--- config.mk ---
export PLATFORM = sky130hd
export DESIGN_NAME = serial_tuning_command_parser
export DESIGN_NICKNAME = d
export VERILOG_FILES = /design/src/stcp_pkg.sv /design/src/stcp_parser.sv /design/src/stcp_eval.sv /design/src/serial_tuning_command_parser.sv
export SDC_FILE = /design/constraint.sdc
export NUM_CORES = 2
export LEC_CHECK = 0
export BUFFER_PORTS_ARGS = -buffer_cell sky130_fd_sc_hd__buf_4
export CORE_UTILIZATION = 60
export DETAILED_ROUTE_END_ITERATION = 6
export HOLD_SLACK_MARGIN = 0.06
export PLACE_DENSITY_LB_ADDON = 0.05
export SYNTH_ARGS = -nofsm -noshare
export SYNTH_HDL_FRONTEND = slang
export SYNTH_SLANG_ARGS = --single-unit
--- constraint.sdc ---
create_clock -name clk -period 11.3 [get_ports clk]
set_input_delay 1.13 -clock clk [delete_from_list [all_inputs] [get_ports clk]]
set_output_delay 1.13 -clock clk [all_outputs]
set_load 0.02 [all_outputs]
--- src/stcp_pkg.sv ---
// shared types and constants for the serial tuning command parser
package stcp_pkg;

  // number of fraction digits kept by the parser
  localparam int FRAC_DIGITS = 4;

  // ascii codes seen by the parser
  localparam logic [7:0] CH_NONE  = 8'h20;
  localparam logic [7:0] CH_MINUS = 8'h2D;
  localparam logic [7:0] CH_POINT = 8'h2E;
  localparam logic [7:0] CH_ZERO  = 8'h30;
  localparam logic [7:0] CH_NINE  = 8'h39;
  localparam logic [7:0] CH_P     = 8'h50;
  localparam logic [7:0] CH_I     = 8'h49;
  localparam logic [7:0] CH_D     = 8'h44;
  localparam logic [7:0] CH_V     = 8'h56;
  localparam logic [7:0] CH_X     = 8'h58;
  localparam logic [7:0] CH_S     = 8'h53;

  // configuration register indexes
  localparam logic [1:0] REG_MODE    = 2'd0;
  localparam logic [1:0] REG_SP_LOW  = 2'd1;
  localparam logic [1:0] REG_SP_HIGH = 2'd2;

  // operating modes
  localparam logic [1:0] MODE_GAINS    = 2'd0;
  localparam logic [1:0] MODE_SETPOINT = 2'd1;
  localparam logic [1:0] MODE_SUCTION  = 2'd2;

  // result destinations
  typedef enum logic [2:0] {
    TGT_KP       = 3'd0,
    TGT_KI       = 3'd1,
    TGT_KD       = 3'd2,
    TGT_SPEED    = 3'd3,
    TGT_SETPOINT = 3'd4,
    TGT_SUCTION  = 3'd5
  } target_t;

  // one executed command with its parsed number
  typedef struct packed {
    target_t     target;
    logic [15:0] int_part;
    logic [13:0] frac_digits;
    logic [2:0]  frac_count;
    logic        negative;
  } cmd_t;

endpackage

--- src/stcp_parser.sv ---
// byte parser: number accumulation, idle timeout and command dispatch
module stcp_parser #(
  parameter int IDLE_LIMIT = 5
) (
  input  logic             clk,
  input  logic             rst,
  input  logic             accept,
  input  logic             func,
  input  logic [7:0]       rx_byte,
  input  logic [1:0]       mode,
  output logic             emit,
  output stcp_pkg::cmd_t   cmd
);

  localparam int IDLE_W = $clog2(IDLE_LIMIT + 2);
  localparam logic [IDLE_W-1:0] IDLE_MAX = IDLE_W'(IDLE_LIMIT);

  logic [7:0]        pending_letter, pending_letter_next;
  logic [15:0]       int_part, int_part_next;
  logic [13:0]       frac_digits, frac_digits_next;
  logic [2:0]        frac_count, frac_count_next;
  logic              negative, negative_next;
  logic              point_seen, point_seen_next;
  logic              stopped, stopped_next;
  logic              any_chars, any_chars_next;
  logic [IDLE_W-1:0] idle_ticks, idle_ticks_next;

  logic              is_digit, is_num, fire, clear_num, known;
  logic [3:0]        digit;
  logic [19:0]       int_sum;
  stcp_pkg::target_t target;

  assign is_digit = (rx_byte >= stcp_pkg::CH_ZERO) && (rx_byte <= stcp_pkg::CH_NINE);
  assign is_num   = is_digit || (rx_byte == stcp_pkg::CH_POINT) ||
                    (rx_byte == stcp_pkg::CH_MINUS);
  assign digit    = rx_byte[3:0];
  assign int_sum  = (20'(int_part) << 3) + (20'(int_part) << 1) + 20'(digit);

  // next parser state for the item on the input
  always_comb begin
    pending_letter_next = pending_letter;
    int_part_next       = int_part;
    frac_digits_next    = frac_digits;
    frac_count_next     = frac_count;
    negative_next       = negative;
    point_seen_next     = point_seen;
    stopped_next        = stopped;
    any_chars_next      = any_chars;
    idle_ticks_next     = idle_ticks;
    fire                = 1'b0;
    clear_num           = 1'b0;
    if (func) begin
      if (idle_ticks <= IDLE_MAX) begin
        idle_ticks_next = idle_ticks + IDLE_W'(1);
      end
      if ((idle_ticks >= IDLE_MAX) && (pending_letter != stcp_pkg::CH_NONE)) begin
        fire                = 1'b1;
        clear_num           = 1'b1;
        pending_letter_next = stcp_pkg::CH_NONE;
      end
    end else begin
      idle_ticks_next = '0;
      if (is_num) begin
        any_chars_next = 1'b1;
        if (!stopped) begin
          if (rx_byte == stcp_pkg::CH_MINUS) begin
            if (!any_chars) negative_next = 1'b1;
            else stopped_next = 1'b1;
          end else if (rx_byte == stcp_pkg::CH_POINT) begin
            if (point_seen) stopped_next = 1'b1;
            else point_seen_next = 1'b1;
          end else if (!point_seen) begin
            int_part_next = (int_sum > 20'd65535) ? 16'hFFFF : int_sum[15:0];
          end else if (frac_count < 3'(stcp_pkg::FRAC_DIGITS)) begin
            frac_digits_next = (frac_digits << 3) + (frac_digits << 1) + 14'(digit);
            frac_count_next  = frac_count + 3'd1;
          end
        end
      end else begin
        fire                = (pending_letter != stcp_pkg::CH_NONE);
        clear_num           = 1'b1;
        pending_letter_next = rx_byte;
      end
    end
    if (clear_num) begin
      int_part_next    = '0;
      frac_digits_next = '0;
      frac_count_next  = '0;
      negative_next    = 1'b0;
      point_seen_next  = 1'b0;
      stopped_next     = 1'b0;
      any_chars_next   = 1'b0;
    end
  end

  // parser state registers
  always_ff @(posedge clk) begin
    if (rst) begin
      pending_letter <= stcp_pkg::CH_NONE;
      int_part       <= '0;
      frac_digits    <= '0;
      frac_count     <= '0;
      negative       <= 1'b0;
      point_seen     <= 1'b0;
      stopped        <= 1'b0;
      any_chars      <= 1'b0;
      idle_ticks     <= '0;
    end else if (accept) begin
      pending_letter <= pending_letter_next;
      int_part       <= int_part_next;
      frac_digits    <= frac_digits_next;
      frac_count     <= frac_count_next;
      negative       <= negative_next;
      point_seen     <= point_seen_next;
      stopped        <= stopped_next;
      any_chars      <= any_chars_next;
      idle_ticks     <= idle_ticks_next;
    end
  end

  // letter decode and mode gating
  always_comb begin
    target = stcp_pkg::TGT_KP;
    known  = 1'b1;
    case (pending_letter)
      stcp_pkg::CH_P: target = stcp_pkg::TGT_KP;
      stcp_pkg::CH_I: target = stcp_pkg::TGT_KI;
      stcp_pkg::CH_D: target = stcp_pkg::TGT_KD;
      stcp_pkg::CH_V: target = stcp_pkg::TGT_SPEED;
      stcp_pkg::CH_X: begin
        target = stcp_pkg::TGT_SETPOINT;
        known  = (mode >= stcp_pkg::MODE_SETPOINT);
      end
      stcp_pkg::CH_S: begin
        target = stcp_pkg::TGT_SUCTION;
        known  = (mode >= stcp_pkg::MODE_SUCTION);
      end
      default: known = 1'b0;
    endcase
  end

  // command snapshot taken before the number is cleared
  always_comb begin
    cmd.target      = target;
    cmd.int_part    = int_part;
    cmd.frac_digits = frac_digits;
    cmd.frac_count  = frac_count;
    cmd.negative    = negative;
  end

  assign emit = accept && fire && known;

endmodule

--- src/stcp_eval.sv ---
// value pipeline: q16.16 conversion, integer truncation and setpoint mapping
module stcp_eval (
  input  logic                clk,
  input  logic                rst,
  input  logic                cmd_valid,
  output logic                cmd_ready,
  input  stcp_pkg::cmd_t      cmd,
  input  logic signed [15:0]  sp_low,
  input  logic signed [15:0]  sp_high,
  output logic                out_valid,
  input  logic                out_ready,
  output stcp_pkg::target_t   out_target,
  output logic [31:0]         out_value
);

  // reciprocal of 1000 for the setpoint division, exact for 27-bit dividends
  localparam logic [27:0] X_RECIP = 28'd137438954;
  localparam int          X_SHIFT = 37;

  // reciprocal of 2*5^k for the rounded fraction, k fraction digits
  function automatic logic [27:0] frac_recip(input logic [2:0] k);
    logic [27:0] r;
    case (k)
      3'd0:    r = 28'd134217728;
      3'd1:    r = 28'd214748365;
      3'd2:    r = 28'd171798692;
      3'd3:    r = 28'd137438954;
      default: r = 28'd219902326;
    endcase
    return r;
  endfunction

  function automatic logic [5:0] frac_shift(input logic [2:0] k);
    logic [5:0] s;
    case (k)
      3'd0:    s = 6'd28;
      3'd1:    s = 6'd31;
      3'd2:    s = 6'd33;
      3'd3:    s = 6'd35;
      default: s = 6'd38;
    endcase
    return s;
  endfunction

  function automatic logic [10:0] five_pow_full(input logic [2:0] k);
    logic [10:0] p;
    case (k)
      3'd0:    p = 11'd1;
      3'd1:    p = 11'd5;
      3'd2:    p = 11'd25;
      3'd3:    p = 11'd125;
      default: p = 11'd625;
    endcase
    return p;
  endfunction

  // clamp a 20-bit signed value to 16 bits, sign extended to the result width
  function automatic logic [31:0] sat16(input logic signed [19:0] v);
    logic [31:0] r;
    if (v > 20'sd32767) r = 32'h0000_7FFF;
    else if (v < -20'sd32768) r = 32'hFFFF_8000;
    else r = 32'(v);
    return r;
  endfunction

  // stage valid bits and ready chain
  logic v1, v2, v3, vo;
  logic rdy1, rdy2, rdy3, rdyo;

  assign rdyo      = !vo || out_ready;
  assign rdy3      = !v3 || rdyo;
  assign rdy2      = !v2 || rdy3;
  assign rdy1      = !v1 || rdy2;
  assign cmd_ready = rdy1;

  // stage payloads
  stcp_pkg::cmd_t    c1;
  stcp_pkg::target_t t2, t3;
  logic [15:0]       int2, int3;
  logic              neg2, neg3;
  logic [26:0]       fnum2;
  logic [2:0]        fcnt2, fcnt3;
  logic signed [34:0] xprod2;
  logic [54:0]       fprod3, xquot3;
  logic              xneg3;

  // stage 2 logic: fraction numerator and setpoint product
  logic signed [16:0] xs;
  logic signed [17:0] xoff;
  logic signed [16:0] diff;
  logic [26:0]        fnum;
  logic signed [34:0] xprod;

  assign fnum  = (27'(c1.frac_digits) << (5'd17 - 5'(c1.frac_count))) +
                 27'(five_pow_full(c1.frac_count));
  assign xs    = c1.negative ? -$signed({1'b0, c1.int_part}) : $signed({1'b0, c1.int_part});
  assign xoff  = 18'(xs) + 18'sd500;
  assign diff  = 17'(sp_high) - 17'(sp_low);
  assign xprod = 35'(xoff) * 35'(diff);

  // stage 3 logic: reciprocal multiplies
  logic [34:0] xabs;
  logic [26:0] xclamp;
  logic [54:0] fprod, xquot;

  assign xabs   = xprod2[34] ? 35'(-xprod2) : 35'(xprod2);
  assign xclamp = (xabs[34:27] != 8'd0) ? 27'h7FF_FFFF : xabs[26:0];
  assign fprod  = 55'(fnum2) * 55'(frac_recip(fcnt2));
  assign xquot  = 55'(xclamp) * 55'(X_RECIP);

  // output logic: assemble and saturate
  logic [16:0]        fq;
  logic [32:0]        mag;
  logic [31:0]        qval;
  logic [17:0]        xq;
  logic signed [18:0] xr;
  logic signed [19:0] xsum;
  logic signed [16:0] ti;
  logic [31:0]        value_next;

  assign fq   = 17'(fprod3 >> frac_shift(fcnt3));
  assign mag  = 33'({int3, 16'h0000}) + 33'(fq);
  assign xq   = 18'(xquot3 >> X_SHIFT);
  assign xr   = xneg3 ? -$signed({1'b0, xq}) : $signed({1'b0, xq});
  assign xsum = 20'(xr) + 20'(sp_low);
  assign ti   = neg3 ? -$signed({1'b0, int3}) : $signed({1'b0, int3});

  always_comb begin
    if (neg3) qval = (mag > 33'h0_8000_0000) ? 32'h8000_0000 : 32'(-mag);
    else      qval = (mag > 33'h0_7FFF_FFFF) ? 32'h7FFF_FFFF : mag[31:0];
  end

  always_comb begin
    case (t3)
      stcp_pkg::TGT_KP, stcp_pkg::TGT_KI, stcp_pkg::TGT_KD: value_next = qval;
      stcp_pkg::TGT_SETPOINT: value_next = sat16(xsum);
      default: value_next = sat16(20'(ti));
    endcase
  end

  // valid bits
  always_ff @(posedge clk) begin
    if (rst) begin
      v1 <= 1'b0;
      v2 <= 1'b0;
      v3 <= 1'b0;
      vo <= 1'b0;
    end else begin
      if (rdy1) v1 <= cmd_valid;
      if (rdy2) v2 <= v1;
      if (rdy3) v3 <= v2;
      if (rdyo) vo <= v3;
    end
  end

  // payload registers
  always_ff @(posedge clk) begin
    if (rdy1 && cmd_valid) c1 <= cmd;
    if (rdy2 && v1) begin
      t2     <= c1.target;
      int2   <= c1.int_part;
      neg2   <= c1.negative;
      fnum2  <= fnum;
      fcnt2  <= c1.frac_count;
      xprod2 <= xprod;
    end
    if (rdy3 && v2) begin
      t3     <= t2;
      int3   <= int2;
      neg3   <= neg2;
      fcnt3  <= fcnt2;
      fprod3 <= fprod;
      xquot3 <= xquot;
      xneg3  <= xprod2[34];
    end
    if (rdyo && v3) begin
      out_target <= t3;
      out_value  <= value_next;
    end
  end

  assign out_valid = vo;

endmodule

--- src/serial_tuning_command_parser.sv ---
// top level of the serial tuning command parser
//
// Usage: the input stream carries one item per transfer: in_tuser high marks a
// one-millisecond tick, low a received byte in in_tdata. Digits, '.' and '-'
// build a signed decimal number; any other byte executes the pending command
// letter and becomes the next letter. More than IDLE_LIMIT ticks with no byte
// also execute the pending letter. An executed P, I, D, V, X or S (as allowed
// by mode) produces one output transfer: out_tuser gives the destination
// (0 kp, 1 ki, 2 kd, 3 speed, 4 setpoint, 5 suction), out_tdata the value.
// The configuration channel writes mode, sp_low and sp_high by index and
// is always ready; write it only while no command is in flight.
// Throughput is one input transfer per cycle while in_tready is high. A result
// passes in order through the four-register value pipeline (snapshot,
// product, reciprocal multiply, output register) before it is valid.
// Reset clears the parser, the pipeline and loads the register defaults.
// When the receiver stalls, the pipeline keeps accepting input until all of
// its stages hold results, and then in_tready drops.
module serial_tuning_command_parser #(
  parameter int IDLE_LIMIT = 5
) (
  input  logic        clk,
  input  logic        rst,
  input  logic        in_tvalid,
  output logic        in_tready,
  input  logic [7:0]  in_tdata,   // rx_byte
  input  logic        in_tuser,   // func
  output logic        out_tvalid,
  input  logic        out_tready,
  output logic [31:0] out_tdata,  // value
  output logic [2:0]  out_tuser,  // target
  input  logic        cfg_valid,
  output logic        cfg_ready,
  input  logic [1:0]  cfg_index,
  input  logic [15:0] cfg_data
);

  localparam logic signed [15:0] MIN_RESET = -16'sd100;
  localparam logic signed [15:0] MAX_RESET = 16'sd100;

  logic [1:0]         mode;
  logic signed [15:0] sp_low;
  logic signed [15:0] sp_high;

  logic               accept;
  logic               emit;
  logic               cmd_ready;
  stcp_pkg::cmd_t     cmd;
  stcp_pkg::target_t  out_target;

  assign cfg_ready = 1'b1;

  // configuration registers
  always_ff @(posedge clk) begin
    if (rst) begin
      mode    <= stcp_pkg::MODE_SUCTION;
      sp_low  <= MIN_RESET;
      sp_high <= MAX_RESET;
    end else if (cfg_valid && cfg_ready) begin
      case (cfg_index)
        stcp_pkg::REG_MODE:    mode    <= cfg_data[1:0];
        stcp_pkg::REG_SP_LOW:  sp_low  <= cfg_data;
        stcp_pkg::REG_SP_HIGH: sp_high <= cfg_data;
        default: ;
      endcase
    end
  end

  // input transfer
  assign in_tready = cmd_ready;
  assign accept    = in_tvalid && in_tready;

  stcp_parser #(
    .IDLE_LIMIT (IDLE_LIMIT)
  ) u_parser (
    .clk     (clk),
    .rst     (rst),
    .accept  (accept),
    .func    (in_tuser),
    .rx_byte (in_tdata),
    .mode    (mode),
    .emit    (emit),
    .cmd     (cmd)
  );

  stcp_eval u_eval (
    .clk        (clk),
    .rst        (rst),
    .cmd_valid  (emit),
    .cmd_ready  (cmd_ready),
    .cmd        (cmd),
    .sp_low     (sp_low),
    .sp_high    (sp_high),
    .out_valid  (out_tvalid),
    .out_ready  (out_tready),
    .out_target (out_target),
    .out_value  (out_tdata)
  );

  assign out_tuser = out_target;

endmodule

-- Word-level counts from Yosys, hierarchy flattened
Cells that the tools add are included.
W data, S select, Z words.
- bits of input ports: 32
- word-level logic and storage cells: 221
- register bits: 376
- add/subtract/negate cells: 17
- reductions and logical operators: 42
- magnitude comparators: 14
- eq/ne operators: 32
- shifts and indexed selects: 2
- multiply operators: 3
- multiplexer cells: 75
- operators by type and width (cell ; number):
    $mux W32 ; 7
    $mux W16 ; 8
    $mux W14 ; 8
    $pmux W27 S4 ; 1
    $pmux W32 S2 ; 1
    $mul A27 B28 Y55 ; 1
    $shr A55 B6 Y17 ; 1
    $mul A27 B27 Y54 const B ; 1
    $eq A8 B7 Y1 const B ; 6
    $gt A20 B16 Y1 const B ; 2
    $pmux W10 S4 ; 1
    $mul A18 B17 Y35 ; 1
    $mux W35 ; 1
    $neg A35 Y35 ; 1
    $mux W17 ; 2
    $neg A16 Y17 ; 2
    $add A32 B17 Y33 ; 1
    $gt A33 B31 Y1 const B ; 1
    $gt A33 B32 Y1 const B ; 1
    $neg A32 Y32 ; 1
    $mux W3 ; 10
    $mux W1 ; 28
    $add A27 B10 Y27 ; 1
    $mux W27 ; 1
    49 further kinds ; 97

-- Depth between registers and ports, before layout
- word-level depth: 11
- mapped depth: 39
- depth with buffers taken out: 37

-- Hierarchy
Synthesis repeated with hierarchy kept, for this count alone.
- cell total of the unflattened synthesis: 6677
- area total of the unflattened synthesis: 63821.2 sq um
- modules (own cells, without submodules) (module ; cells an instance ; seq. area each (sq um) ; area each (sq um) ; instances):
    stcp_eval ; 6107 ; 6866.6 ; 58728.8 ; 1
    stcp_parser ; 420 ; 960.9 ; 3613.5 ; 1
    serial_tuning_command_parser ; 150 ; 680.7 ; 1478.9 ; 1

-- Worst setup path before layout
OpenSTA, ideal clock, no wires.
- path kind: register -> register
- start: register u_eval.c1[18] (netlist name)
- end: register u_eval.xprod2[31], data pin
- path slack: 2.387 ns
- period minus slack after synthesis: 8.913 ns
- data arrival time: 8.653 ns
- stages on the path, launching flop included: 34
- cell sequence: edfxtp_1 -> clkbuf_1 -> inv_2 -> ha_1 -> or3b_2 -> or2_1 -> o31a_1 -> xnor2_1 -> a311o_1 -> or2_1 -> buf_6 -> o21ai_1 -> o2bb2a_4 -> xnor2_4 -> nor2_1 -> fa_1 -> inv_1 -> fa_1 -> fa_1 -> inv_1 -> fa_1 -> fa_1 -> inv_1 -> fa_1 -> inv_1 -> ha_1 -> nand3_1 -> or3_1 -> o22a_1 -> a311oi_1 -> a211oi_1 -> o31ai_1 -> a21oi_1 -> xnor2_1
- word-level cells in the longest chain between the ends: 4
- RTL lines (element ; RTL line ; text):
    from (decl) ; stcp_eval.sv:77 ; stcp_pkg::cmd_t c1;
    from (signal assigned) ; stcp_eval.sv:158 ; if (rdy1 && cmd_valid) c1 <= cmd;
    $neg A16 Y17 ; stcp_eval.sv:96 ; assign xs = c1.negative ? -$signed({1'b0, c1.int_part}) : $signed({1'b0, c1.int_part});
    $mux W17 * ; stcp_eval.sv:96 ;
    $add A17 B10 Y18 * ; stcp_eval.sv:97 ; assign xoff = 18'(xs) + 18'sd500;
    $mul A18 B17 Y35 * ; stcp_eval.sv:99 ; assign xprod = 35'(xoff) * 35'(diff);
    via u_eval.xprod[31] ; stcp_eval.sv:92 ; logic signed [34:0] xprod;
    to (signal assigned) ; stcp_eval.sv:165 ; xprod2 <= xprod;
    to (decl) ; stcp_eval.sv:83 ; logic signed [34:0] xprod2;
The timed path passes the listed nets; every way through them passes the cells marked *.
A chain may end at the register's enable or synchronous reset.

-- Worst setup path in the final report
Ends and elaborated chain as after synthesis.

==> results.cfg <==
[grt]
global_route_wire_length_before_repair_mm = 267
global_route.usage.total = 0.329
global_route.usage.met1 = 0.453
grt_busiest_layer = met2
vias_in_the_first_global_route = 47220
grt_overflow = 0
groute.layer.met2.usage = 0.533
grt_antenna_before_repair = 2
grt.met3_usage = 0.0535
largest_net_degree_at_the_start_of_global_routing = 66

[place]
detailedPlacementHpwl_mm = 143
io_buffers = 68
gp_routability_congestion = 0.994
placed_area_sq_um = 64800

[logic_synthesis]
postSynthCellCount = 6621
ys_warn_count = 0
ys_seq_elements = 312
synth_enable_flop_cells = 226
synth.largest_area_cell = sky130_fd_sc_hd__fa_1
yosys-top-cells-count = 1655 x sky130_fd_sc_hd__inv_1, 1191 x sky130_fd_sc_hd__fa_1, 675 x sky130_fd_sc_hd__ha_1
syn_area_sq_um = 62900
synth-async-reset-ratio = 0
yosys.area.top_type_share = 0.379
synth_area_per_cell_sq_um = 9.49
seq_area_frac_synth = 0.135
synthTopCellsByArea = sky130_fd_sc_hd__fa_1 38%, sky130_fd_sc_hd__ha_1 13%, sky130_fd_sc_hd__edfxtp_1 11%
dominantRegCellSynth = sky130_fd_sc_hd__edfxtp_1
synth_cell_type_count = 109
synth_most_common_cell = sky130_fd_sc_hd__inv_1

[final_layout]
finish.net_count = 8501
share_of_post_route_cells_with_drive_strength_above_1 = 0.0425
area_growth_syn_to_layout_pct = 4.94
postLayoutCoreUtil = 0.636
area.sequential_sq_um = 8510
area_taken_by_multi_input_logic_gates_sq_um = 47500
fillers = 8837
fin_area_sq_um = 66000
antennaDiodeCount = 0

[pwr]
worst_ir_drop_vdd_mv = 0.301
p_leak_nw = 33.3
cellPowerDensity_nw_per_um2 = 100
totalPowerFinal_w = 0.00661

[cts]
cts_inserted_buffers = 35
worst_setup_hold_path_clk_slew_ns = 0.07
post-cts-setup-buffers = 0
maximum_buffer_depth_of_the_clock_tree = 3
number_of_sinks_driven_by_the_clock_tree = 312
cts_htree_levels = 2
cts_tree = built
cts-hold-fix-buffers = 0
cts_root_buffer = sky130_fd_sc_hd__clkbuf_16
cts_repair_resize_count = 0
clock_latency_on_the_worst_skew_pair_ns = 0.59

[critical_path]
critical_path.startpoint = u_eval.c1[18]$_DFFE_PP_
worst-setup-path-type = reg -> reg
critPathSlowestCell = sky130_fd_sc_hd__xnor2_1
timing.critical_path.arrival_ns = 10.47
timing.critical_path.to_type = flip-flop
critPathMostFrequentCell = sky130_fd_sc_hd__fa_1
worst_r2r_startpoint = u_eval.c1[18]$_DFFE_PP_
reg2regPathDepth = 32
setup.worst_path.start_class = flip-flop
cpPeakStageDelay_ns = 0.72
worst_ep_required_time_ns = 11.62
critical_path.max_fanout = 14

[run_status]
result_of_the_run = finished, violations left
failed_checks = DRC

[routing]
drtPass1Iterations = 7
routed_via_density = 5.65
routedWlPerCell_um = 21.0
post-route-drc-count = 22
drt_wl_total_mm = 168
drt.antenna.violating_nets = 0
detail_route.iter0.violations = 3789
routed-via-count = 45252

[sta]
period_share = 0.899
relSlewSlack = 0.160
timing_max_transition_violations_final = 0
tightestPinTransition_ns = 1.25
final.setup_skew_ns = 0.0258
fin_tns_setup_ns = 0
post-route-min-period_ns = 10.15
timing.final.setup_violations = 0
grt_setup_unrepaired = false
final_hold_viol_count = 0
achievable-frequency_mhz = 98.5

[floorplan]
die_height_um = 326
core-area_sq_um = 104000
initial_core_utilization = 0.606
io_pins = 70
dieArea_sq_um = 106000
placement_rows = 118
die_w_um = 326

[flow_run]
drv_cap = 0

[hold_path]
timing.hold.worst_path_depth = 0
hold_path.startpoint = u_eval.int2[14]$_DFFE_PP_
hp-class = reg -> reg
-- worst paths after layout --
check / to / slack [ns]
setup reg to reg: u_eval.xprod2[31]$_DFFE_PP_ / 1.15
hold reg to reg: u_eval.int3[14]$_DFFE_PP_ / 0.41
setup / recovery: u_eval.xprod2[31]$_DFFE_PP_ / 1.15
hold / removal: u_eval.int3[14]$_DFFE_PP_ / 0.41
-- cells by family after synthesis --
family,Yosys count,synth area share
adders and majority gates,1866,0.514
buffers and inverters,1832,0.110
and+or+nand+nor,1554,0.113
AOI/OAI and AO/OA,729,0.0766
DFF,312,0.135
xor gates and xnor gates,268,0.0384
muxes,58,0.0122
other,2,0.000119
-- power by group --
group / total, W / internal [W] / switching [W] / leakage [nW]
Clock: 0.00117 / 0.000642 / 0.000524 / 0.563
Combinational: 0.00402 / 0.00171 / 0.00231 / 30.0
Sequential: 0.00143 / 0.00142 / 0.00000857 / 2.77
Total: 0.00661 / 0.00377 / 0.00284 / 33.4
-- stage by stage --
| step | setup WS [ns] | hold WS (ns) | std cells |
|---|---|---|---|
| 6_report | 1.15 | 0.415 | 8010 |
| 5_1_grt | 0.465 | 0.419 | 8010 |
| 4_1_cts | 1.20 | 0.418 | 8010 |
| 3_5_place_dp | 1.25 | 0.405 | 7946 |
| 3_3_place_gp | 1.53 | 0.400 | 7946 |
| 2_1_floorplan | 2.39 | 0.400 | 6625 |
-- registers in the layout (all words and copies together), names as in the netlist, 8 cells and up --
register,flops
u_eval.c1,37
u_eval.out_value,32
u_parser.int_part,16
u_eval.xquot3,18
sp_high,16
u_eval.int2,16
u_eval.xprod2,35
sp_low,16
u_eval.int3,16
u_eval.fnum2,27
u_eval.fprod3,27
u_parser.pending_letter,8
u_parser.frac_digits,14
-- final cells by class --
type | instances | area share
tap | 1380 | 0.0262
clock buffer | 41 | 0.0138
multi-input combinational | 4481 | 0.720
sequential | 312 | 0.129
timing repair buffer | 115 | 0.0131
inverter | 1658 | 0.0943
clock inverter | 23 | 0.00366
-- critical path: cells and delay by family (launching register included) --
family | cells | cell delay, ns
AO/OA/AOI/OAI | 6 | 1.32
XOR/XNOR | 3 | 1.55
adder cells (fa/ha/maj) | 9 | 4.10
buffers and inverters | 6 | 0.77
flip-flops | 1 | 0.62
AND/OR/NAND/NOR | 8 | 1.52
-- placed cells by master (no fill, tap or decap), types with 20 or more instances in the layout --
cell                        Yosys  final
sky130_fd_sc_hd__o31ai_1       31     31
sky130_fd_sc_hd__dfxtp_1       86     86
sky130_fd_sc_hd__ha_1         675    675
sky130_fd_sc_hd__fa_1        1191   1191
sky130_fd_sc_hd__a21oi_1      200    199
sky130_fd_sc_hd__and2_1        54     54
sky130_fd_sc_hd__nand4_1       30     30
sky130_fd_sc_hd__o21ai_0      152    152
sky130_fd_sc_hd__xor2_1       105    105
sky130_fd_sc_hd__nor2_1       383    383
sky130_fd_sc_hd__clkbuf_16      0     35
sky130_fd_sc_hd__and3_1        43     43
sky130_fd_sc_hd__edfxtp_1     226    226
sky130_fd_sc_hd__a21o_1        70     70
sky130_fd_sc_hd__mux2i_1       32     32
sky130_fd_sc_hd__or3_1         24     24
sky130_fd_sc_hd__o21a_1        20     20
sky130_fd_sc_hd__nand2b_1      43     43
sky130_fd_sc_hd__nor3_1        72     72
sky130_fd_sc_hd__or2_2         31     31
sky130_fd_sc_hd__inv_1       1655   1655
sky130_fd_sc_hd__nor2b_1       43     39
sky130_fd_sc_hd__nand3_1       89     89
sky130_fd_sc_hd__xnor2_1      157    157
sky130_fd_sc_hd__buf_4          2    115
sky130_fd_sc_hd__nand2_1      646    646
sky130_fd_sc_hd__a22oi_1       31     31
sky130_fd_sc_hd__o211ai_1      32     32
sky130_fd_sc_hd__a31oi_1       20     20
-- routing by layer --
layer,routed length (um),vias up
li1,-,20639
met1,70000,22561
met2,79200,1726
met3,12900,324
met4,6380,2
met5,13,-
Note: power is estimated with default switching activity, not from simulation.
